`src/design/nsht_pkg.sv`:
```
// Shared types and constants of the nearest segment hit test.
package nsht_pkg;

    localparam int DIST_BITS    = 26;
    localparam int OUT_IDX_BITS = 6;

    typedef logic [DIST_BITS-1:0] dist_t;

    localparam dist_t DIST_MAX     = '1;
    localparam dist_t THRESH_RESET = 26'd100;

    typedef enum logic [1:0] {
        ACT_APPEND = 2'd0,
        ACT_CLEAR  = 2'd1,
        ACT_QUERY  = 2'd2
    } action_t;

endpackage

```
`src/design/nsht_seg_dist.sv`:
```
// Iterative squared point-to-segment distance unit; shared multiplier and divide subtractor.
module nsht_seg_dist
    import nsht_pkg::*;
#(
    parameter int COORD_BITS = 12
)
(
    input  logic                         clk,
    input  logic                         rst_n,
    input  logic                         start,
    input  logic signed [COORD_BITS-1:0] xa,
    input  logic signed [COORD_BITS-1:0] ya,
    input  logic signed [COORD_BITS-1:0] xb,
    input  logic signed [COORD_BITS-1:0] yb,
    input  logic signed [COORD_BITS-1:0] px,
    input  logic signed [COORD_BITS-1:0] py,
    output logic                         done,
    output dist_t                        sq_dist
);

    localparam int DW = COORD_BITS + 1;
    localparam int PW = 2 * COORD_BITS + 2;
    localparam int EW = 2 * COORD_BITS + 1;
    localparam int RW = EW + 1;
    localparam int BW = $clog2(EW);
    localparam int SW = (EW > DIST_BITS) ? EW : DIST_BITS;
    localparam logic [3:0] MUL_STEPS = 4'd8;

    typedef enum logic [7:0] {
        S_IDLE    = 8'b0000_0001,
        S_DIFF    = 8'b0000_0010,
        S_MUL     = 8'b0000_0100,
        S_CHK     = 8'b0000_1000,
        S_DIV_SH  = 8'b0001_0000,
        S_DIV_ADD = 8'b0010_0000,
        S_SUB     = 8'b0100_0000,
        S_FIN     = 8'b1000_0000
    } dstate_t;

    dstate_t state_reg, state_next;
    logic [3:0]    step_reg, step_next;
    logic [BW-1:0] bit_reg, bit_next;

    logic signed [COORD_BITS-1:0] xa_reg, xa_next, ya_reg, ya_next;
    logic signed [COORD_BITS-1:0] xb_reg, xb_next, yb_reg, yb_next;
    logic signed [COORD_BITS-1:0] px_reg, px_next, py_reg, py_next;
    logic signed [DW-1:0] abx_reg, abx_next, aby_reg, aby_next;
    logic signed [DW-1:0] acx_reg, acx_next, acy_reg, acy_next;
    logic signed [DW-1:0] bcx_reg, bcx_next, bcy_reg, bcy_next;
    logic signed [PW-1:0] prod_reg, prod_next;
    logic signed [PW-1:0] e_reg, e_next, f_reg, f_next;
    logic signed [PW-1:0] da_reg, da_next, db_reg, db_next;
    logic [RW-1:0] r_reg, r_next;
    logic [EW-1:0] q_reg, q_next;
    logic [EW-1:0] d_reg, d_next;

    logic signed [DW-1:0] op_a, op_b;
    logic signed [PW-1:0] prod_full, acc_cur, acc_in;
    logic [2:0]    acc_sel;
    logic [EW-1:0] e_u, f_u, da_u, db_u;
    logic [RW-1:0] r_try, r_new;
    logic          r_ge;
    logic [EW-1:0] q_base, q_new;
    logic [SW-1:0] d_ext;

    assign e_u  = e_reg[EW-1:0];
    assign f_u  = f_reg[EW-1:0];
    assign da_u = da_reg[EW-1:0];
    assign db_u = db_reg[EW-1:0];

    // shared multiplier operand select
    always_comb
    begin
        unique case (step_reg[2:0])
            3'd0:
            begin
                op_a = acx_reg;
                op_b = abx_reg;
            end
            3'd1:
            begin
                op_a = acy_reg;
                op_b = aby_reg;
            end
            3'd2:
            begin
                op_a = abx_reg;
                op_b = abx_reg;
            end
            3'd3:
            begin
                op_a = aby_reg;
                op_b = aby_reg;
            end
            3'd4:
            begin
                op_a = acx_reg;
                op_b = acx_reg;
            end
            3'd5:
            begin
                op_a = acy_reg;
                op_b = acy_reg;
            end
            3'd6:
            begin
                op_a = bcx_reg;
                op_b = bcx_reg;
            end
            3'd7:
            begin
                op_a = bcy_reg;
                op_b = bcy_reg;
            end
        endcase
    end

    assign prod_full = op_a * op_b;
    assign acc_sel   = 3'(step_reg - 4'd1);

    always_comb
    begin
        unique case (acc_sel[2:1])
            2'd0: acc_cur = e_reg;
            2'd1: acc_cur = f_reg;
            2'd2: acc_cur = da_reg;
            2'd3: acc_cur = db_reg;
        endcase
    end

    assign acc_in = acc_sel[0] ? (acc_cur + prod_reg) : prod_reg;

    // shared compare-subtract for the restoring division of e*e by f
    assign r_try  = (state_reg == S_DIV_SH) ? {r_reg[EW-1:0], 1'b0} : (r_reg + RW'(e_u));
    assign r_ge   = (r_try >= RW'(f_u));
    assign r_new  = r_ge ? (r_try - RW'(f_u)) : r_try;
    assign q_base = (state_reg == S_DIV_SH) ? {q_reg[EW-2:0], 1'b0} : q_reg;
    assign q_new  = q_base + EW'(r_ge);

    always_comb
    begin
        state_next = state_reg;
        step_next  = step_reg;
        bit_next   = bit_reg;
        xa_next    = xa_reg;
        ya_next    = ya_reg;
        xb_next    = xb_reg;
        yb_next    = yb_reg;
        px_next    = px_reg;
        py_next    = py_reg;
        abx_next   = abx_reg;
        aby_next   = aby_reg;
        acx_next   = acx_reg;
        acy_next   = acy_reg;
        bcx_next   = bcx_reg;
        bcy_next   = bcy_reg;
        prod_next  = prod_reg;
        e_next     = e_reg;
        f_next     = f_reg;
        da_next    = da_reg;
        db_next    = db_reg;
        r_next     = r_reg;
        q_next     = q_reg;
        d_next     = d_reg;

        unique case (state_reg)
            S_IDLE:
            begin
                if (start)
                begin
                    xa_next    = xa;
                    ya_next    = ya;
                    xb_next    = xb;
                    yb_next    = yb;
                    px_next    = px;
                    py_next    = py;
                    state_next = S_DIFF;
                end
            end
            S_DIFF:
            begin
                abx_next   = DW'(xb_reg) - DW'(xa_reg);
                aby_next   = DW'(yb_reg) - DW'(ya_reg);
                acx_next   = DW'(px_reg) - DW'(xa_reg);
                acy_next   = DW'(py_reg) - DW'(ya_reg);
                bcx_next   = DW'(px_reg) - DW'(xb_reg);
                bcy_next   = DW'(py_reg) - DW'(yb_reg);
                step_next  = '0;
                state_next = S_MUL;
            end
            S_MUL:
            begin
                if (step_reg != MUL_STEPS)
                begin
                    prod_next = prod_full;
                end
                if (step_reg != 4'd0)
                begin
                    unique case (acc_sel[2:1])
                        2'd0: e_next  = acc_in;
                        2'd1: f_next  = acc_in;
                        2'd2: da_next = acc_in;
                        2'd3: db_next = acc_in;
                    endcase
                end
                if (step_reg == MUL_STEPS)
                begin
                    state_next = S_CHK;
                end
                else
                begin
                    step_next = step_reg + 4'd1;
                end
            end
            S_CHK:
            begin
                priority if (e_reg[PW-1] || (e_reg == '0))
                begin
                    d_next     = da_u;
                    state_next = S_FIN;
                end
                else if (e_reg >= f_reg)
                begin
                    d_next     = db_u;
                    state_next = S_FIN;
                end
                else
                begin
                    r_next     = '0;
                    q_next     = '0;
                    bit_next   = BW'(EW - 1);
                    state_next = S_DIV_SH;
                end
            end
            S_DIV_SH:
            begin
                r_next = r_new;
                q_next = q_new;
                priority if (e_u[bit_reg])
                begin
                    state_next = S_DIV_ADD;
                end
                else if (bit_reg == '0)
                begin
                    state_next = S_SUB;
                end
                else
                begin
                    bit_next = bit_reg - BW'(1);
                end
            end
            S_DIV_ADD:
            begin
                r_next = r_new;
                q_next = q_new;
                if (bit_reg == '0)
                begin
                    state_next = S_SUB;
                end
                else
                begin
                    bit_next   = bit_reg - BW'(1);
                    state_next = S_DIV_SH;
                end
            end
            S_SUB:
            begin
                d_next     = da_u - q_reg;
                state_next = S_FIN;
            end
            S_FIN:
            begin
                state_next = S_IDLE;
            end
            default:
            begin
                state_next = S_IDLE;
            end
        endcase
    end

    always_ff @(posedge clk or negedge rst_n)
    begin
        if (!rst_n)
        begin
            state_reg <= S_IDLE;
            step_reg  <= '0;
            bit_reg   <= '0;
        end
        else
        begin
            state_reg <= state_next;
            step_reg  <= step_next;
            bit_reg   <= bit_next;
        end
    end

    always_ff @(posedge clk)
    begin
        xa_reg   <= xa_next;
        ya_reg   <= ya_next;
        xb_reg   <= xb_next;
        yb_reg   <= yb_next;
        px_reg   <= px_next;
        py_reg   <= py_next;
        abx_reg  <= abx_next;
        aby_reg  <= aby_next;
        acx_reg  <= acx_next;
        acy_reg  <= acy_next;
        bcx_reg  <= bcx_next;
        bcy_reg  <= bcy_next;
        prod_reg <= prod_next;
        e_reg    <= e_next;
        f_reg    <= f_next;
        da_reg   <= da_next;
        db_reg   <= db_next;
        r_reg    <= r_next;
        q_reg    <= q_next;
        d_reg    <= d_next;
    end

    // saturate to the result width
    assign d_ext   = SW'(d_reg);
    assign sq_dist = (d_ext > SW'(DIST_MAX)) ? DIST_MAX : d_ext[DIST_BITS-1:0];
    assign done    = (state_reg == S_FIN);

endmodule

```
`config.mk`:
```
export PLATFORM = sky130hd
export DESIGN_NAME = nsht_seg_dist
export DESIGN_NICKNAME = d
export VERILOG_FILES = /design/src/design/nsht_pkg.sv /design/src/design/nsht_seg_dist.sv
export SDC_FILE = /design/constraint.sdc
export NUM_CORES = 1
export LEC_CHECK = 0
export ABC_AREA = 1
export BUFFER_PORTS_ARGS = -buffer_cell sky130_fd_sc_hd__buf_2
export CORE_MARGIN = 1
export CORE_UTILIZATION = 50
export CTS_CLUSTER_DIAMETER = 100
export CTS_CLUSTER_SIZE = 28
export DETAILED_ROUTE_END_ITERATION = 12
export PLACE_DENSITY = 0.66
export SYNTH_ARGS = -nofsm -noshare
export SYNTH_HDL_FRONTEND = slang
export SYNTH_SLANG_ARGS = --single-unit
```
`constraint.sdc`:
```
create_clock -name clk -period 22.9 [get_ports clk]
set_input_delay 1.145 -clock clk [delete_from_list [all_inputs] [get_ports clk]]
set_output_delay 1.145 -clock clk [all_outputs]
set_load 0.005 [all_outputs]
```
Yosys cells after proc, flatten, opt, wreduce, memory -nomap -nowiden --
Cells that the tools add are included.
Word-level totals: flip-flop bits (word level) 373, output and inout bits 27, logic and storage cells 130
Operators by class: add/sub/neg operators 14, $mul 1, $lt $le $gt $ge 4, equality and inequality tests 28, multiplexer cells 34, reduce and logical (&&, ||, !) cells 26
Operators with widths (count):
- 2-to-1 mux 26 bit | 6
- one-hot mux 13 bit (6 select lines) | 2
- 2-to-1 mux 25 bit | 5
- one-hot mux 26 bit (4 select lines) | 1
- one-hot mux 25 bit (2 select lines) | 2
- subtractor 12 x 12 -> 13 bit | 6
- one-hot mux 8 bit (7 select lines) | 1
- one-hot mux 26 bit (2 select lines) | 1
- 2-to-1 mux 8 bit | 6
- adder 26 x 25 -> 26 bit | 1
- adder 26 bit | 1
- >= comparator 26 x 25 -> 1 bit | 1
- >= comparator 26 bit | 1
- > comparator 25 x 26 -> 1 bit (second input constant) | 1
- logical NOT 26 bit | 1
- multiplier 13 x 13 -> 26 bit | 1
- subtractor 26 x 25 -> 26 bit | 1
- adder 25 x 1 -> 25 bit | 1
- subtractor 25 bit | 1
- 2-to-1 mux 5 bit | 4
- AND reduction 3 bit | 6
- one-hot mux 5 bit (3 select lines) | 1
- == test 3 bit (second input constant) | 4
- inequality test 2 bit (second input constant) | 6
- 35 further kinds | 46

Depth between registers and ports, before layout --
depth in word-level cells 5, gate-level depth with buffers 35

Worst setup path before layout --
OpenSTA, ideal clock, no wires.
path kind flip-flop to flip-flop, from reg state_reg[5], to reg step_reg[1], arrival time 8968 ps, required time 22766 ps, slack 13799 ps, cell stages (with the launch flop) 7, buffers on the path 0, clock period less this slack 9101 ps, cells stage by stage dfrtp_1 > nor2_1 > nand3_1 > nor4_1 > nor2_1 > inv_1 > o22ai_1
On the way: cells in the longest elaborated chain, start to end 3, elaborated cells between the ends (all ways) 6, classes of those cells 3 x eq/ne; 1 x mux; 2 x reduce/logical
Ends and longest elaborated chain:
- from (decl) | line nsht_seg_dist.sv:40 | dstate_t state_reg, state_next;
- from (signal assigned) | line nsht_seg_dist.sv:292 | state_reg <= state_next;
- == test 8 x 3 -> 1 bit or == test 8 x 2 -> 1 bit (tied branches) | line nsht_seg_dist.sv:166 | unique case (state_reg)
- inequality test 2 bit (no source line) or nonzero test 2 bit (tied branches)
- AND reduction 2 bit (no source line)
- to (signal assigned) | line nsht_seg_dist.sv:293 | step_reg <= step_next;
- to (decl) | line nsht_seg_dist.sv:41 | logic [3:0] step_reg, step_next;
Parallel ways exist; a longest one is shown, timed or not. A chain may end at the register's enable or synchronous reset.

Worst setup path after layout --
from reg step_reg[2], to reg prod_reg[18] (data pin)
On the way: cells in the longest elaborated chain, start to end 4, elaborated cells between the ends (all ways) 15, classes of those cells 1 x mul; 7 x eq/ne; 2 x mux; 5 x reduce/logical
Ends and longest elaborated chain:
- == test 3 bit (tied with other cells) | line nsht_seg_dist.sv:74 | unique case (step_reg[2:0])
- OR reduction 2 bit (no source line)
- one-hot mux 13 bit (6 select lines) | line nsht_seg_dist.sv:74
- multiplier 13 x 13 -> 26 bit (*) | line nsht_seg_dist.sv:118 | assign prod_full = op_a * op_b;
- named net prod_full[18] | line nsht_seg_dist.sv:58 | logic signed [PW-1:0] prod_full, acc_cur, acc_in;
- to (signal assigned) | line nsht_seg_dist.sv:312 | prod_reg <= prod_next;
- to (decl) | line nsht_seg_dist.sv:50 | logic signed [PW-1:0] prod_reg, prod_next;
Mark *: on every way through the listed nets, which the timed path passes. The rest lies on a longest branch.

==> reports/summary.txt <==
Layout area overhead -> 6.507%
Initial Utilization -> 50.59%
Routed WL -> 91.38 mm
Critical Path RT -> 23,250 ps
Chip Width -> 257.2 um
Dominant synthesized flop cell -> edfxtp_1
RSZ-0062 raised after global routing -> false
Crit start category -> flip-flop
DP HPWL -> 74.92 mm
CTS Root Buffer Type -> clkbuf_16
Worst rel slew slack -> 24.56%
Tcrit/Tclk final -> 38.22%
Layout cells sized above 1 -> 6.663%
Final ANT Viol Nets -> 0
Slew Viols, Final -> 0
GRT Util Overall -> 27.50%
Initial antenna violation count -> 0
Slowest-stage cell, CP -> dfrtp_1
Seq/Total Area, Yosys -> 34.15%
Setup CP Type -> flip-flop to flip-flop
Worst EP arrival -> 9100 ps
Cts hold-fix bufs -> 0
Die area -> 0.06614 mm^2
F_max -> 114.3 MHz
Final setup vio count -> 0
Min Clock Period, post-route -> 8753 ps
Maxcap violations -> 0
Yosys warnings -> 0
Outcome -> complete, no violations
Top Usage Layer GRT -> met2
Post-DR wirelength/cell -> 18.80 um
Core ar. -> 0.06435 mm^2
Vias in the first global route -> 25,714
Placer Congestion -> 0.9885
Initial DRC count -> 2,239
Worst Skew -> 55.80 ps
Ys async rst share -> 4.558%
Post-synthesis register bit count -> 373
I/O pin cnt -> 102
Syn_nets -> 4,442
Critical path endpoint category -> flip-flop
Post-Layout Cell Count -> 4,862
Core Util, Final -> 53.89%
Synth cell types -> 61
Vias per cell -> 5.459
Router iterations before antenna repair -> 6
Post-synthesis cell count -> 3,921
Resize count post-CTS -> 0
TritonCTS Sinks -> 373
M3 GR Usage -> 2.403%
Residual DRC -> 0
First-pass GRT wire length -> 142.6 mm
Largest net degree at the start of global routing -> 82
Synth Cell Area -> 0.03256 mm^2
PortBufs -> 100
Min-Delay Path Class -> input port to async pin
Nets -> 4,514
DIE HEIGHT -> 257.2 um
Largest stage delay, worst path -> 1090 ps
Clock transition at path regs -> 110 ps
Congestion Overflow GR -> 0
Setup TNS -> 0 ps
Met1 GRT Util -> 35.83%
Inserted Diodes -> 0
Final Hold Viols -> 0
Max FO, Critical Path -> 34
Detailed-route via count -> 26,541
Number of setup buffers added after CTS -> 0
Met2 Use GR -> 48.85%
CTS tree -> yes
Actual slew at the worst max-slew pin -> 1129 ps
Final hold slack -> 501.8 ps
H-tree depth -> 1
TritonCTS buffer count -> 20
Avg Inst Size Synth -> 8.303 um^2
# rows -> 93
DP Cell Count -> 4,826
Clock Latency Late Sink -> 590 ps
Clock Path Buffers -> 3
Crit path top cell by count -> inv_1
Post-synth EDFFs -> 356
worst max-delay path: cells and delay by family (launching register included):
kind,cells,cell delay (ps)
fa+ha+maj,8,3610
simple gates,8,1230
flops,1,1090
compound gates,5,2030
buf+inv,7,590
metrics by stage:
| step | cell area (um^2) | setup WS, ps |
|---|---|---|
| after detailed placement | 34000 | 14220 |
| after global placement | 34000 | 14350 |
| final | 34670 | 14150 |
| after CTS | 34670 | 14230 |
| after global routing | 34670 | 13370 |
| after floorplan | 32560 | 13800 |
synthesized netlist by cell type, types with 3 or more instances:
master,number,area [um^2]
nand2_1,838,3146
inv_1,673,2526
edfxtp_1,356,10690
nor2_1,330,1239
ha_1,273,3416
a21oi_1,253,1266
o21ai_0,218,1091
fa_1,173,3463
nand3_1,163,815.8
nand4_1,69,431.7
xor2_1,69,604.3
xnor2_1,56,490.5
clkbuf_1,44,165.2
or2_2,32,200.2
nor3_1,24,120.1
o2111ai_1,23,201.4
o21bai_1,22,165.2
a31oi_1,18,112.6
o21ai_1,18,90.09
a211oi_1,17,127.6
buf_2,17,85.08
o211ai_1,17,127.6
a21o_1,16,120.1
dfrtp_1,16,400.4
inv_2,14,52.55
o21ai_2,13,113.9
a22o_1,12,105.1
a32o_1,12,120.1
nand2_2,12,75.07
nor4_1,12,75.07
a21boi_0,10,75.07
nand3b_1,9,67.56
nor2_2,8,50.05
nor2_4,8,90.09
and2_1,7,43.79
clkinv_1,7,26.28
o21a_1,7,52.55
o22ai_1,7,43.79
buf_6,6,67.56
o221ai_1,6,52.55
nand2_4,4,45.04
nand3_2,4,40.04
buf_1,3,11.26
o31ai_1,3,22.52
cell usage in the layout, fill, tap and decap left out, types with 10 or more instances in the layout:
cell / n
inv_2: 14
edfxtp_1: 356
o21ai_0: 218
inv_1: 673
o21bai_1: 22
o2111ai_1: 23
nand3_1: 163
xnor2_1: 56
o211ai_1: 17
nor4_1: 11
a32o_1: 12
xor2_1: 69
nand2_1: 838
buf_2: 100
a21boi_0: 10
nor2_2: 12
clkbuf_16: 21
ha_1: 273
o21ai_1: 18
o21ai_2: 13
a21o_1: 16
nor2_1: 325
buf_4: 22
a21oi_1: 251
dfrtp_1: 16
a211oi_1: 17
nand2_2: 12
nor3_1: 24
a31oi_1: 17
fa_1: 173
nand4_1: 69
a22o_1: 12
or2_2: 32
cell type report:
class	instances	area [um^2]
clock buffer	27	548.0
clock inverter	9	125.1
fill	6057	29670
inverter	694	2605
multi-input combinational	2782	18540
sequential	373	11120
tap	855	1070
timing repair buffer	122	665.6
worst paths after layout:
path | start | endpoint | slack, ps | cells past startpoint
min | rst_n | bit_reg[0] | 500 | 1
max reg2reg | step_reg[2] | prod_reg[18] | 14150 | 28
min in group clk | step_reg[3] | step_reg[3] | 540 | 1
min reg2reg | step_reg[3] | step_reg[3] | 540 | 1
max | step_reg[2] | prod_reg[18] | 14150 | 28
max in group asynchronous | rst_n | state_reg[0] | 21990 | 1
per-layer routing:
layer  part of all wire, %  wire (um)  vias up
met3                   4.6       4193      140
met5                     0          0        -
met2                    49      45040      730
met1                    43      39630    12583
met4                   2.8       2523        0
li1                      -          -    13088
cells by family after synthesis:
kind of cell | after synthesis | share of synthesized area, %
AOI/OAI and AO/OA | 678 | 12.13
xor gates and xnor gates | 125 | 3.363
adders and majority gates | 446 | 21.13
buffers and inverters | 766 | 9.058
DFF | 373 | 34.15
other | 1 | 0.01152
and+or+nand+nor | 1532 | 20.16
Power is left out: the tool's default activity adds up to more than one toggle a clock period on the data nets, which glitch-free logic cannot reach.
